**config.mk**
```make
export PLATFORM = sky130hd
export DESIGN_NAME = stereo_biquad_filter_mix_flat
export DESIGN_NICKNAME = d
export VERILOG_FILES = /design/src/rtl/core/sbq_pkg.sv /design/src/rtl/core/sbq_in_if.sv /design/src/rtl/core/sbq_out_if.sv /design/src/rtl/core/sbq_cfg_if.sv /design/src/rtl/core/stereo_biquad_filter_mix.sv /design/src/flat_wrapper.sv
export SDC_FILE = /design/constraint.sdc
export NUM_CORES = 2
export LEC_CHECK = 0
export CORE_ASPECT_RATIO = 0.7
export CORE_MARGIN = 2
export CORE_UTILIZATION = 23
export DETAILED_ROUTE_END_ITERATION = 6
export DONT_BUFFER_PORTS = 1
export GPL_TIMING_DRIVEN = 0
export SETUP_SLACK_MARGIN = 0.4
export SKIP_LAST_GASP = 1
export SYNTH_ARGS = -nofsm -noshare
export SYNTH_HDL_FRONTEND = slang
export SYNTH_SLANG_ARGS = --single-unit
```
**constraint.sdc**
```tcl
create_clock -name clk -period 24.2 [get_ports clk]
set_clock_uncertainty 0.2 [all_clocks]
set_input_delay 1.21 -clock clk [delete_from_list [all_inputs] [get_ports clk]]
set_output_delay 1.21 -clock clk [all_outputs]
set_load 0.02 [all_outputs]
```
**src/rtl/core/sbq_pkg.sv**
```systemverilog
`default_nettype none

package sbq_pkg;

    // Fixed field widths.
    localparam int COEF_W    = 32;
    localparam int MIX_W     = 17;
    localparam int CFG_IDX_W = 3;
    localparam int COEF_FRAC = 28;
    localparam int MIX_FRAC  = 16;
    localparam int STEP_W    = 4;

    localparam logic [MIX_W-1:0] MIX_ONE = 17'h10000;

    // Configuration register indexes.
    localparam logic [CFG_IDX_W-1:0] REG_COEF_B0 = 3'd0;
    localparam logic [CFG_IDX_W-1:0] REG_COEF_B1 = 3'd1;
    localparam logic [CFG_IDX_W-1:0] REG_COEF_B2 = 3'd2;
    localparam logic [CFG_IDX_W-1:0] REG_COEF_A1 = 3'd3;
    localparam logic [CFG_IDX_W-1:0] REG_COEF_A2 = 3'd4;
    localparam logic [CFG_IDX_W-1:0] REG_WET_MIX = 3'd5;

    localparam logic signed [COEF_W-1:0] COEF_ONE = 32'sh1000_0000;

    typedef logic [STEP_W-1:0] step_t;

    // Microprogram addresses.
    localparam step_t ST_IDLE     = 4'd0;
    localparam step_t ST_B0       = 4'd1;
    localparam step_t ST_B1       = 4'd2;
    localparam step_t ST_B2       = 4'd3;
    localparam step_t ST_A1       = 4'd4;
    localparam step_t ST_A2       = 4'd5;
    localparam step_t ST_FB_LAST  = 4'd6;
    localparam step_t ST_WET      = 4'd7;
    localparam step_t ST_MIX_DRY  = 4'd8;
    localparam step_t ST_MIX_WET  = 4'd9;
    localparam step_t ST_MIX_SUM  = 4'd10;
    localparam step_t ST_EMIT     = 4'd11;
    localparam step_t ST_PASS     = 4'd12;

    // Left multiplier operand.
    typedef enum logic [2:0] {
        CS_ZERO,
        CS_B0,
        CS_B1,
        CS_B2,
        CS_A1,
        CS_A2,
        CS_DRY_SHARE,
        CS_WET_SHARE
    } coef_sel_t;

    // Right multiplier operand.
    typedef enum logic [2:0] {
        SS_DRY,
        SS_X1,
        SS_X2,
        SS_Y1,
        SS_Y2,
        SS_WET
    } samp_sel_t;

    // Accumulator operation on the registered product.
    typedef enum logic [2:0] {
        ACC_HOLD,
        ACC_LOAD_RND_WET,
        ACC_LOAD_RND_MIX,
        ACC_ADD,
        ACC_SUB
    } acc_op_t;

    // Result actions.
    typedef enum logic [1:0] {
        OUT_NONE,
        OUT_WET,
        OUT_MIX,
        OUT_DRY
    } out_op_t;

    // Sequencing of the step counter.
    typedef enum logic [1:0] {
        SEQ_NEXT,
        SEQ_WAIT_IN,
        SEQ_BRANCH_NOCH,
        SEQ_DONE
    } seq_op_t;

    typedef struct packed {
        coef_sel_t coef_sel;
        samp_sel_t samp_sel;
        acc_op_t   acc_op;
        out_op_t   out_op;
        seq_op_t   seq_op;
        step_t     target;
    } ctrl_word_t;

    // Microprogram: one control word per step.
    function automatic ctrl_word_t ucode(input step_t step);
        ctrl_word_t cw;
        cw = '{CS_ZERO, SS_DRY, ACC_HOLD, OUT_NONE, SEQ_NEXT, ST_IDLE};
        unique case (step)
            ST_IDLE:    cw = '{CS_ZERO, SS_DRY, ACC_HOLD, OUT_NONE, SEQ_WAIT_IN, ST_IDLE};
            ST_B0:      cw = '{CS_B0, SS_DRY, ACC_HOLD, OUT_NONE, SEQ_BRANCH_NOCH, ST_PASS};
            ST_B1:      cw = '{CS_B1, SS_X1, ACC_LOAD_RND_WET, OUT_NONE, SEQ_NEXT, ST_IDLE};
            ST_B2:      cw = '{CS_B2, SS_X2, ACC_ADD, OUT_NONE, SEQ_NEXT, ST_IDLE};
            ST_A1:      cw = '{CS_A1, SS_Y1, ACC_ADD, OUT_NONE, SEQ_NEXT, ST_IDLE};
            ST_A2:      cw = '{CS_A2, SS_Y2, ACC_SUB, OUT_NONE, SEQ_NEXT, ST_IDLE};
            ST_FB_LAST: cw = '{CS_ZERO, SS_DRY, ACC_SUB, OUT_NONE, SEQ_NEXT, ST_IDLE};
            ST_WET:     cw = '{CS_ZERO, SS_DRY, ACC_HOLD, OUT_WET, SEQ_NEXT, ST_IDLE};
            ST_MIX_DRY: cw = '{CS_DRY_SHARE, SS_DRY, ACC_HOLD, OUT_NONE, SEQ_NEXT, ST_IDLE};
            ST_MIX_WET: cw = '{CS_WET_SHARE, SS_WET, ACC_LOAD_RND_MIX, OUT_NONE, SEQ_NEXT,
                               ST_IDLE};
            ST_MIX_SUM: cw = '{CS_ZERO, SS_DRY, ACC_ADD, OUT_NONE, SEQ_NEXT, ST_IDLE};
            ST_EMIT:    cw = '{CS_ZERO, SS_DRY, ACC_HOLD, OUT_MIX, SEQ_DONE, ST_IDLE};
            ST_PASS:    cw = '{CS_ZERO, SS_DRY, ACC_HOLD, OUT_DRY, SEQ_DONE, ST_IDLE};
            default:    cw = '{CS_ZERO, SS_DRY, ACC_HOLD, OUT_NONE, SEQ_DONE, ST_IDLE};
        endcase
        return cw;
    endfunction

endpackage

`default_nettype wire

```
**src/rtl/core/sbq_in_if.sv**
```systemverilog
`default_nettype none

interface sbq_in_if #(
    parameter int SAMPLE_WIDTH = 24
);
    logic                           valid;
    logic                           ready;
    logic signed [SAMPLE_WIDTH-1:0] sample_in;
    logic                           channel;
    logic                           block_end;

    modport source (output valid, output sample_in, output channel, output block_end,
                    input ready);
    modport sink (input valid, input sample_in, input channel, input block_end,
                  output ready);
endinterface

`default_nettype wire

```
**src/rtl/core/sbq_out_if.sv**
```systemverilog
`default_nettype none

interface sbq_out_if #(
    parameter int SAMPLE_WIDTH = 24
);
    logic                           valid;
    logic                           ready;
    logic signed [SAMPLE_WIDTH-1:0] sample_out;
    logic                           channel_out;
    logic                           block_end_out;

    modport source (output valid, output sample_out, output channel_out,
                    output block_end_out, input ready);
    modport sink (input valid, input sample_out, input channel_out, input block_end_out,
                  output ready);
endinterface

`default_nettype wire

```
**src/rtl/core/sbq_cfg_if.sv**
```systemverilog
`default_nettype none

interface sbq_cfg_if;
    import sbq_pkg::*;

    logic                 valid;
    logic                 ready;
    logic [CFG_IDX_W-1:0] index;
    logic [COEF_W-1:0]    wdata;

    modport source (output valid, output index, output wdata, input ready);
    modport sink (input valid, input index, input wdata, output ready);
endinterface

`default_nettype wire

```
**src/rtl/core/stereo_biquad_filter_mix.sv**
```systemverilog
// Per-channel direct form I biquad with a wet/dry mix.
// Channels: "samples" carries one dry sample with its channel number and a
// block end marker; "results" returns exactly one beat per sample, in order,
// with the channel and block end copied through. "cfg" writes the five Q4.28
// coefficients and the Q1.16 wet mix; it is always ready and must be used
// only while no sample is in flight.
// Sequence: a sample is taken in the idle step, then a microprogram drives one
// shared 32 x SAMPLE_WIDTH multiplier and an accumulator, one product per
// step. A filtered sample is written to the output register in the emit step;
// only then does the block go back to idle and take the next sample, so it
// never takes a new sample before it is through with the last. A channel
// number at or above CHANNELS skips the filter and leaves unfiltered.
// Reset loads the unity filter (b0 = 1.0, fully wet) and clears the delay
// lines of all channels.
// Stall: the result sits in an output register, so the next sample is taken
// while it waits; if the result is still not taken when the next one is
// done, the sequencer holds its last step until the register frees.
`default_nettype none

module stereo_biquad_filter_mix #(
    parameter int SAMPLE_WIDTH = 24,
    parameter int CHANNELS     = 2
) (
    input  wire logic  clk,
    input  wire logic  rst_n,
    sbq_in_if.sink     samples,
    sbq_out_if.source  results,
    sbq_cfg_if.sink    cfg
);
    import sbq_pkg::*;

    localparam int PROD_W   = COEF_W + SAMPLE_WIDTH;
    localparam int ACC_W    = PROD_W + 3;
    localparam int CH_IDX_W = (CHANNELS > 1) ? $clog2(CHANNELS) : 1;

    localparam logic signed [ACC_W-1:0] RND_WET = ACC_W'(1) <<< (COEF_FRAC - 1);
    localparam logic signed [ACC_W-1:0] RND_MIX = ACC_W'(1) <<< (MIX_FRAC - 1);

    localparam logic signed [SAMPLE_WIDTH-1:0] SAT_HI = {1'b0, {(SAMPLE_WIDTH-1){1'b1}}};
    localparam logic signed [SAMPLE_WIDTH-1:0] SAT_LO = {1'b1, {(SAMPLE_WIDTH-1){1'b0}}};

    // Saturates a shifted accumulator value to the sample range.
    function automatic logic signed [SAMPLE_WIDTH-1:0] sat_sample(
        input logic signed [ACC_W-1:0] v
    );
        logic [ACC_W-SAMPLE_WIDTH:0] top;
        logic signed [SAMPLE_WIDTH-1:0] r;
        top = v[ACC_W-1:SAMPLE_WIDTH-1];
        if ((&top) || !(|top)) begin
            r = v[SAMPLE_WIDTH-1:0];
        end
        else if (v[ACC_W-1]) begin
            r = SAT_LO;
        end
        else begin
            r = SAT_HI;
        end
        return r;
    endfunction

    // Configuration registers.
    logic signed [COEF_W-1:0] coef_b0_reg, coef_b1_reg, coef_b2_reg;
    logic signed [COEF_W-1:0] coef_a1_reg, coef_a2_reg;
    logic [MIX_W-1:0]         wet_mix_reg;

    // Per-channel delay lines.
    logic signed [SAMPLE_WIDTH-1:0] x1_reg [CHANNELS];
    logic signed [SAMPLE_WIDTH-1:0] x2_reg [CHANNELS];
    logic signed [SAMPLE_WIDTH-1:0] y1_reg [CHANNELS];
    logic signed [SAMPLE_WIDTH-1:0] y2_reg [CHANNELS];

    // Sequencer and datapath.
    step_t                          step_reg, step_next;
    ctrl_word_t                     cw;
    logic signed [SAMPLE_WIDTH-1:0] dry_reg;
    logic                           ch_reg;
    logic                           block_end_reg;
    logic signed [SAMPLE_WIDTH-1:0] wet_reg;
    logic signed [PROD_W-1:0]       prod_reg, prod_next;
    logic signed [ACC_W-1:0]        acc_reg, acc_next;
    logic signed [ACC_W-1:0]        prod_ext;
    logic signed [COEF_W-1:0]       coef_op;
    logic signed [SAMPLE_WIDTH-1:0] samp_op;
    logic signed [SAMPLE_WIDTH-1:0] wet_next;
    logic signed [SAMPLE_WIDTH-1:0] mix_next;
    logic [MIX_W-1:0]               mix_clamped;
    logic [CH_IDX_W-1:0]            ch_idx;
    logic                           ch_ok;
    logic                           in_beat;
    logic                           emit_go;

    // Output register.
    logic                           out_valid_reg;
    logic signed [SAMPLE_WIDTH-1:0] sample_out_reg;
    logic                           channel_out_reg;
    logic                           block_end_out_reg;

    assign cw          = ucode(step_reg);
    assign ch_idx      = CH_IDX_W'(ch_reg);
    assign ch_ok       = (CHANNELS > 1) || !ch_reg;
    assign in_beat     = samples.valid && samples.ready;
    assign mix_clamped = (wet_mix_reg > MIX_ONE) ? MIX_ONE : wet_mix_reg;
    assign emit_go     = ((cw.out_op == OUT_MIX) || (cw.out_op == OUT_DRY))
                         && (!out_valid_reg || results.ready);

    assign samples.ready = (step_reg == ST_IDLE);
    assign cfg.ready     = 1'b1;

    assign results.valid         = out_valid_reg;
    assign results.sample_out    = sample_out_reg;
    assign results.channel_out   = channel_out_reg;
    assign results.block_end_out = block_end_out_reg;

    // Configuration writes; unknown indexes are dropped.
    always_ff @(posedge clk or negedge rst_n)
    begin
        if (!rst_n)
        begin
            coef_b0_reg <= COEF_ONE;
            coef_b1_reg <= '0;
            coef_b2_reg <= '0;
            coef_a1_reg <= '0;
            coef_a2_reg <= '0;
            wet_mix_reg <= MIX_ONE;
        end
        else if (cfg.valid && cfg.ready)
        begin
            unique case (cfg.index)
                REG_COEF_B0: coef_b0_reg <= cfg.wdata;
                REG_COEF_B1: coef_b1_reg <= cfg.wdata;
                REG_COEF_B2: coef_b2_reg <= cfg.wdata;
                REG_COEF_A1: coef_a1_reg <= cfg.wdata;
                REG_COEF_A2: coef_a2_reg <= cfg.wdata;
                REG_WET_MIX: wet_mix_reg <= cfg.wdata[MIX_W-1:0];
                default:     ;
            endcase
        end
    end

    // Multiplier operand selection.
    always_comb
    begin
        unique case (cw.coef_sel)
            CS_B0:        coef_op = coef_b0_reg;
            CS_B1:        coef_op = coef_b1_reg;
            CS_B2:        coef_op = coef_b2_reg;
            CS_A1:        coef_op = coef_a1_reg;
            CS_A2:        coef_op = coef_a2_reg;
            CS_DRY_SHARE: coef_op = COEF_W'(MIX_ONE - mix_clamped);
            CS_WET_SHARE: coef_op = COEF_W'(mix_clamped);
            default:      coef_op = '0;
        endcase
        unique case (cw.samp_sel)
            SS_X1:   samp_op = x1_reg[ch_idx];
            SS_X2:   samp_op = x2_reg[ch_idx];
            SS_Y1:   samp_op = y1_reg[ch_idx];
            SS_Y2:   samp_op = y2_reg[ch_idx];
            SS_WET:  samp_op = wet_reg;
            default: samp_op = dry_reg;
        endcase
    end

    assign prod_next = coef_op * samp_op;
    assign prod_ext  = {{(ACC_W-PROD_W){prod_reg[PROD_W-1]}}, prod_reg};

    // Accumulator update on the product of the previous step.
    always_comb
    begin
        unique case (cw.acc_op)
            ACC_LOAD_RND_WET: acc_next = prod_ext + RND_WET;
            ACC_LOAD_RND_MIX: acc_next = prod_ext + RND_MIX;
            ACC_ADD:          acc_next = acc_reg + prod_ext;
            ACC_SUB:          acc_next = acc_reg - prod_ext;
            default:          acc_next = acc_reg;
        endcase
    end

    // Rounded results from the accumulator.
    assign wet_next = sat_sample(acc_reg >>> COEF_FRAC);
    assign mix_next = sat_sample(acc_reg >>> MIX_FRAC);

    // Step counter with conditional jumps.
    always_comb
    begin
        step_next = step_reg;
        unique case (cw.seq_op)
            SEQ_WAIT_IN:
            begin
                if (in_beat)
                begin
                    step_next = step_reg + 1'b1;
                end
            end
            SEQ_BRANCH_NOCH:
            begin
                step_next = ch_ok ? step_t'(step_reg + 1'b1) : cw.target;
            end
            SEQ_DONE:
            begin
                if (emit_go)
                begin
                    step_next = ST_IDLE;
                end
            end
            default:
            begin
                step_next = step_reg + 1'b1;
            end
        endcase
    end

    always_ff @(posedge clk or negedge rst_n)
    begin
        if (!rst_n)
        begin
            step_reg <= ST_IDLE;
        end
        else
        begin
            step_reg <= step_next;
        end
    end

    // Datapath registers.
    always_ff @(posedge clk)
    begin
        prod_reg <= prod_next;
        acc_reg  <= acc_next;
        if (in_beat)
        begin
            dry_reg       <= samples.sample_in;
            ch_reg        <= samples.channel;
            block_end_reg <= samples.block_end;
        end
        if (cw.out_op == OUT_WET)
        begin
            wet_reg <= wet_next;
        end
    end

    // Delay lines shift once per filtered sample.
    always_ff @(posedge clk or negedge rst_n)
    begin
        if (!rst_n)
        begin
            for (int i = 0; i < CHANNELS; i++)
            begin
                x1_reg[i] <= '0;
                x2_reg[i] <= '0;
                y1_reg[i] <= '0;
                y2_reg[i] <= '0;
            end
        end
        else if (cw.out_op == OUT_WET)
        begin
            x2_reg[ch_idx] <= x1_reg[ch_idx];
            x1_reg[ch_idx] <= dry_reg;
            y2_reg[ch_idx] <= y1_reg[ch_idx];
            y1_reg[ch_idx] <= wet_next;
        end
    end

    // Output register.
    always_ff @(posedge clk or negedge rst_n)
    begin
        if (!rst_n)
        begin
            out_valid_reg <= 1'b0;
        end
        else if (emit_go)
        begin
            out_valid_reg <= 1'b1;
        end
        else if (results.ready)
        begin
            out_valid_reg <= 1'b0;
        end
    end

    always_ff @(posedge clk)
    begin
        if (emit_go)
        begin
            sample_out_reg    <= (cw.out_op == OUT_MIX) ? mix_next : dry_reg;
            channel_out_reg   <= ch_reg;
            block_end_out_reg <= block_end_reg;
        end
    end

endmodule

`default_nettype wire
```
**src/flat_wrapper.sv**
```systemverilog
// flat-port wrapper written by rule: the top's interface ports become plain ports
module stereo_biquad_filter_mix_flat import sbq_pkg::*;
#(
    parameter int SAMPLE_WIDTH = 24,
    parameter int CHANNELS     = 2
)
  (clk, rst_n, samples_valid, samples_sample_in, samples_channel, samples_block_end, samples_ready, results_valid, results_sample_out, results_channel_out, results_block_end_out, results_ready, cfg_valid, cfg_index, cfg_wdata, cfg_ready);
  sbq_in_if #(.SAMPLE_WIDTH(SAMPLE_WIDTH)) samples_i ();
  sbq_out_if #(.SAMPLE_WIDTH(SAMPLE_WIDTH)) results_i ();
  sbq_cfg_if cfg_i ();
  input  wire logic clk;
  input  wire logic rst_n;
  input wire logic [$bits(samples_i.valid)-1:0] samples_valid;
  input wire logic [$bits(samples_i.sample_in)-1:0] samples_sample_in;
  input wire logic [$bits(samples_i.channel)-1:0] samples_channel;
  input wire logic [$bits(samples_i.block_end)-1:0] samples_block_end;
  output wire logic [$bits(samples_i.ready)-1:0] samples_ready;
  output wire logic [$bits(results_i.valid)-1:0] results_valid;
  output wire logic [$bits(results_i.sample_out)-1:0] results_sample_out;
  output wire logic [$bits(results_i.channel_out)-1:0] results_channel_out;
  output wire logic [$bits(results_i.block_end_out)-1:0] results_block_end_out;
  input wire logic [$bits(results_i.ready)-1:0] results_ready;
  input wire logic [$bits(cfg_i.valid)-1:0] cfg_valid;
  input wire logic [$bits(cfg_i.index)-1:0] cfg_index;
  input wire logic [$bits(cfg_i.wdata)-1:0] cfg_wdata;
  output wire logic [$bits(cfg_i.ready)-1:0] cfg_ready;
  assign samples_i.valid = samples_valid;
  assign samples_i.sample_in = samples_sample_in;
  assign samples_i.channel = samples_channel;
  assign samples_i.block_end = samples_block_end;
  assign samples_ready = samples_i.ready;
  assign results_valid = results_i.valid;
  assign results_sample_out = results_i.sample_out;
  assign results_channel_out = results_i.channel_out;
  assign results_block_end_out = results_i.block_end_out;
  assign results_i.ready = results_ready;
  assign cfg_i.valid = cfg_valid;
  assign cfg_i.index = cfg_index;
  assign cfg_i.wdata = cfg_wdata;
  assign cfg_ready = cfg_i.ready;
  stereo_biquad_filter_mix #(.SAMPLE_WIDTH(SAMPLE_WIDTH), .CHANNELS(CHANNELS)) u_core (.clk(clk), .rst_n(rst_n), .samples(samples_i), .results(results_i), .cfg(cfg_i));
endmodule
```
Word level (Yosys, flattened, before mapping)
Memories as Yosys holds them, arrays and structs flattened.
Index checks and enable logic that the tools add are counted.
Storage, ports and cells
  register bits after elaboration: 565
  RAM bits: 0
  input bits: 66
  ROM bits: 240
  output and inout port bits: 29
  memories kept: 1
  word-level logic and storage cells: 121
  latch bits: 0
Cells by class
  $mul: 1
  div/mod/pow operators: 0
  reductions and logical operators: 25
  multiplexer cells: 31
  $lt $le $gt $ge: 3
  bitwise logic cells: 1
  shift-type cells: 0
  equal/unequal tests: 28
  $add $sub $neg: 6
Memories
  (name not given): depth 16, width 15, rd ports 1, clocked after memory_dff 0, write ports 0, line sbq_pkg.sv:102  | unique case (step)
Operators with widths (count)
  $mux W24: 17
  $pmux W59 S4: 1
  $pmux W32 S7: 1
  $bwmux W48: 4
  $pmux W24 S5: 1
  $add A59 B56 Y59: 1
  $sub A59 B56 Y59: 1
  $add A56 B17 Y57 const B: 1
  $add A56 B29 Y57 const B: 1
  $mul A32 B24 Y56: 1
  $eq A3 B3 Y1 const B: 9
  $demux W24 S1: 1
  $eq A3 B2 Y1 const B: 8
  $reduce_and A20 Y1: 1
  $reduce_or A20 Y1: 1
  $sub A17 B17 Y18 const A: 1
  $gt A17 B17 Y1 const B: 1
  $mux W17: 1
  $reduce_and A2 Y1: 7
  $eq A3 B1 Y1 const B: 4
  $mux W4: 2
  $pmux W4 S2: 1
  $reduce_and A8 Y1: 1
  $reduce_or A8 Y1: 1
  15 further kinds: 27

Logic depth before layout (Yosys ltp)
  depth in word-level cells: 6
  mapped depth: 41
  depth with buffers taken out: 37

Worst setup path after synthesis
No wires, ideal clock.
  path type: flip-flop to flip-flop
  start point: reg u_core.step_reg[0]
  end point: reg u_core.prod_reg[54]
  data required time: 23.905 ns
  path buffers: 7
  setup time: 0.095 ns
  cell stages (with the launch flop): 38
  arrival: 9.468 ns
  clock period less this slack: 9.763 ns
  path slack: 14.437 ns
  cells stage by stage: dfrtp_1 clkbuf_1 clkbuf_1 inv_1 ha_1 clkbuf_1 nor3_1 and2_1 clkbuf_1 clkbuf_1 a221oi_1 o21ai_0 nor2_1 nor2_1 clkbuf_1 nand2_1 fa_1 fa_1 [... 2 more ...] inv_1 fa_1 fa_1 inv_1 fa_1 inv_1 ha_1 clkbuf_1 a21o_1 o21bai_1 a21o_1 a211o_1 a21oi_2 o31ai_2 a211o_1 a31oi_4 or4b_1 o311ai_1
Between the ends
  cells in the longest elaborated chain, start to end: 4
  elaborated cells on any way between the ends: 16
  those cells by class: 1 x mul; 12 x eq/ne; 2 x mux; 1 x memory
Ends and longest elaborated chain
  start: declaration: line stereo_biquad_filter_mix.sv:73  | step_t step_reg, step_next;
  start signal: assignment: line stereo_biquad_filter_mix.sv:220  | step_reg <= step_next;
  $mem_v2 Z16 W15 *
  $eq A3 B3 Y1, or another cell as far along: line stereo_biquad_filter_mix.sv:143  | unique case (cw.coef_sel)
  $pmux W32 S7 or $pmux W24 S5 (tied branches): line stereo_biquad_filter_mix.sv:143, stereo_biquad_filter_mix.sv:153
  $mul A32 B24 Y56 *: line stereo_biquad_filter_mix.sv:163  | assign prod_next = coef_op * samp_op;
  named net u_core.prod_next[54]: line stereo_biquad_filter_mix.sv:79  | logic signed [PROD_W-1:0] prod_reg, prod_next;
  end signal: assignment: line stereo_biquad_filter_mix.sv:227  | prod_reg <= prod_next;
  end: declaration: line stereo_biquad_filter_mix.sv:79
Mark *: on every way through the listed nets, which the timed path passes. The rest lies on a longest branch.
A chain may end at the register's enable or synchronous reset.

Worst setup path in the final report
  start point: reg u_core.step_reg[1]
  end point: reg u_core.prod_reg[55]
Same word-level chain as after synthesis.

==> Implementation_results.wiki <==
{| class="wikitable"
! Metric !! Value
|-
| Number of antenna violations at the first check in global routing || 19
|-
| Clk pin slew, worst setup/hold paths || 80 ps
|-
| Gpl congestion || 1.049
|-
| Share of post-route cells with drive strength above 1 || 9.975%
|-
| Buffers from clock root to sink, at most || 3
|-
| Status || finished with violations
|-
| Starting density of the core || 23.12%
|-
| Core region area || 0.2451 mm^2
|-
| CP Buf/Inv Count || 10
|-
| Share of the core filled with cells || 25.78%
|-
| Post-synth ARST share || approximately two thirds
|-
| Yosys warnings || 0
|-
| Most common cell in the netlist || sky130_fd_sc_hd__inv_1
|-
| First-pass GRT wire length || 316000 um
|-
| Min-delay worst type || in2async
|-
| Sequential fraction of the synthesis area || 25.65%
|-
| Largest area contributor in the netlist || sky130_fd_sc_hd__fa_1
|-
| Critical path peak fanout || 10
|-
| CP top delay family || buffers and inverters
|-
| Unrepaired setup endpoints after global routing || false
|-
| Number of global-route vias before repair || 44390
|-
| Post-synthesis cell count || 5834
|-
| Htree depth || 2
|-
| Worst Tran Pin Value || approximately 1600 ps
|-
| Number of gates given a new drive strength after cts || 0
|-
| Clock insertion delay at the later pin of the skew report || 720 ps
|-
| Max Freq || around 0.067 GHz
|-
| Setup slack of the critical path after layout || 9266 ps
|-
| DIE HEIGHT || 419.3 um
|-
| CP Launch Type || register
|-
| R2R setup slack || about 9000 ps
|-
| Max Slew Vio Count || 11
|-
| Pre-CTS setup slack || 9775 ps
|-
| Number of sinks on the clock net || 565
|-
| Arrival time of the worst setup path || 15310 ps
|-
| Largest stage delay, worst path || 1000 ps
|-
| CTS tree || built
|-
| DR iter-0 viols || 5548
|-
| Overall die area || 0.2504 mm^2
|-
| Die boundary width || 597.3 um
|-
| Flip-flop count of the largest register after layout || 59
|-
| Minimum period implied by the final worst setup slack || 14930 ps
|-
| Number of vias per cell || 4.924
|-
| Routed Antenna Nets || 0
|-
| Root Buffer Master || sky130_fd_sc_hd__clkbuf_16
|-
| Drt total wl || 220700 um
|-
| Cell area after technology mapping || about 0.057 mm^2
|-
| Main flop type after synthesis || sky130_fd_sc_hd__dfrtp_1
|-
| Number of enable-type register cells in the synthesized netlist || 135
|-
| Final #Nets || 6997
|-
| Detailed-route via count || 45390
|-
| Worst Setup Path Type || reg2reg
|-
| Count of non-filler cells in the finished layout || between 9000 and 10000
|-
| Number of distinct standard cells referenced by the synthesized netlist || 93
|-
| Critical Path Sink Type || register
|-
| Total negative slack || 0 ps
|-
| Area fraction of the dominant cell type after synthesis || 27.69%
|-
| Leftover overflow at the end of global routing || 0
|-
| Cell Rows || 152
|-
| Cell at the slowest stage of the critical path || sky130_fd_sc_hd__mux2i_2
|-
| Maxcap violations || 1
|-
| Count of hold buffers inserted by post-cts repair || 2
|-
| Drt pass-1 iters || 7
|-
| Wire length per cell after detailed routing || 23.94 um
|-
| Required time worst endpoint || 24580 ps
|-
| Violated checks || capacitance limit, slew limit
|-
| Final setup viols || 0
|-
| Post-CTS setup-driven buffer insertion count || 0
|-
| Combined global-route utilization of all metal layers || 17.36%
|-
| Pin count of the biggest net entering global routing || roughly 190
|-
| Inst Count DP || 9101
|-
| IO Port Bufs || 0
|-
| Library cell appearing most often on the critical path || sky130_fd_sc_hd__fa_1
|-
| Ratio of final minimum period to clock period || 61.71%
|-
| Synthesized flop and latch total || 565
|-
| Area growth from synthesis to layout || 11.52%
|-
| Synth area leaders || sky130_fd_sc_hd__fa_1, sky130_fd_sc_hd__dfrtp_1, sky130_fd_sc_hd__mux2_2
|-
| Leading cell types by count after synthesis || sky130_fd_sc_hd__inv_1, sky130_fd_sc_hd__fa_1, sky130_fd_sc_hd__nand2_1
|-
| Detail Placement HPWL || 178700 um
|-
| Syn avg cell area || between 9 and 10 um^2
|-
| TritonCTS Buffers || 56
|-
| Headroom to the max-slew limit || -4.912%
|-
| Hold violation total from the final report || 0
|-
| Post-synthesis net count || 6904
|-
| Remaining routing DRC violations || 0
|-
| Ports placed on the boundary || 95
|}
path summary, 6_finish.rpt:
kind                                 startpoint                            to  cells past startpoint
setup / recovery             u_core.step_reg[1]           u_core.prod_reg[55]                     36
max in group asynchronous                 rst_n             u_core.y2_reg[46]                      1
hold reg to reg            u_core.block_end_reg  u_core.results.block_end_out                      0
hold / removal                            rst_n          u_core.results.valid                      0
setup reg to reg             u_core.step_reg[1]           u_core.prod_reg[55]                     36
min in group clk           u_core.block_end_reg  u_core.results.block_end_out                      0
cells in the final DEF (no fill, tap or decap), types with 59 or more instances in the layout:
cell                          n
sky130_fd_sc_hd__and2_1      65
sky130_fd_sc_hd__o21ai_0    200
sky130_fd_sc_hd__a21o_1      63
sky130_fd_sc_hd__nor2b_1     81
sky130_fd_sc_hd__xnor2_1    122
sky130_fd_sc_hd__xor2_1      71
sky130_fd_sc_hd__fa_1       784
sky130_fd_sc_hd__edfxtp_1   135
sky130_fd_sc_hd__a21oi_1    272
sky130_fd_sc_hd__inv_1      905
sky130_fd_sc_hd__mux2i_1     69
sky130_fd_sc_hd__nand2_1    727
sky130_fd_sc_hd__dfrtp_1    372
sky130_fd_sc_hd__clkbuf_1   278
sky130_fd_sc_hd__mux2_2     373
sky130_fd_sc_hd__nor2_1     370
sky130_fd_sc_hd__clkbuf_16   59
sky130_fd_sc_hd__ha_1       220
per-layer routing:
layer / GRT usage (%) / share of wire [%] / vias up
met5: 0 / 0.11 / -
met4: 3.759 / 2.2 / 6
met3: 8.045 / 16 / 277
met2: 22.20 / 37 / 2681
met1: 25.79 / 45 / 23390
li1: - / - / 19040
logic make-up after synthesis:
| group | Yosys count | share of synthesized area [%] |
|---|---|---|
| AO/OA/AOI/OAI | 840 | 9.472 |
| XOR/XNOR | 194 | 2.998 |
| adder cells (fa/ha/maj) | 1004 | 32.55 |
| buffers and inverters | 1226 | 8.202 |
| flip-flops | 565 | 25.65 |
| multiplexers | 446 | 8.701 |
| other | 1 | 0.006617 |
| AND/OR/NAND/NOR | 1558 | 12.42 |
area by class of cell:
class | count | area, um^2
antenna | 9 | 22.52
buffer | 320 | 1251
clock buffer | 79 | 1622
clock inverter | 27 | 239.0
fill | 26090 | 181900
inverter | 906 | 3401
multi-input combinational | 4043 | 37620
sequential | 565 | 14540
tap | 3234 | 4046
timing repair buffer | 35 | 465.4
through the flow:
step	hold slack (ps)	area, um^2
after floorplan	200.3	56670
after global placement	200.4	60720
after detailed placement	216.7	61260
after CTS	71.01	63160
after global routing	94.00	63180
final	147.7	63200
Power is left out: the tool's default activity adds up to more than one toggle a clock period on the data nets, which glitch-free logic cannot reach.
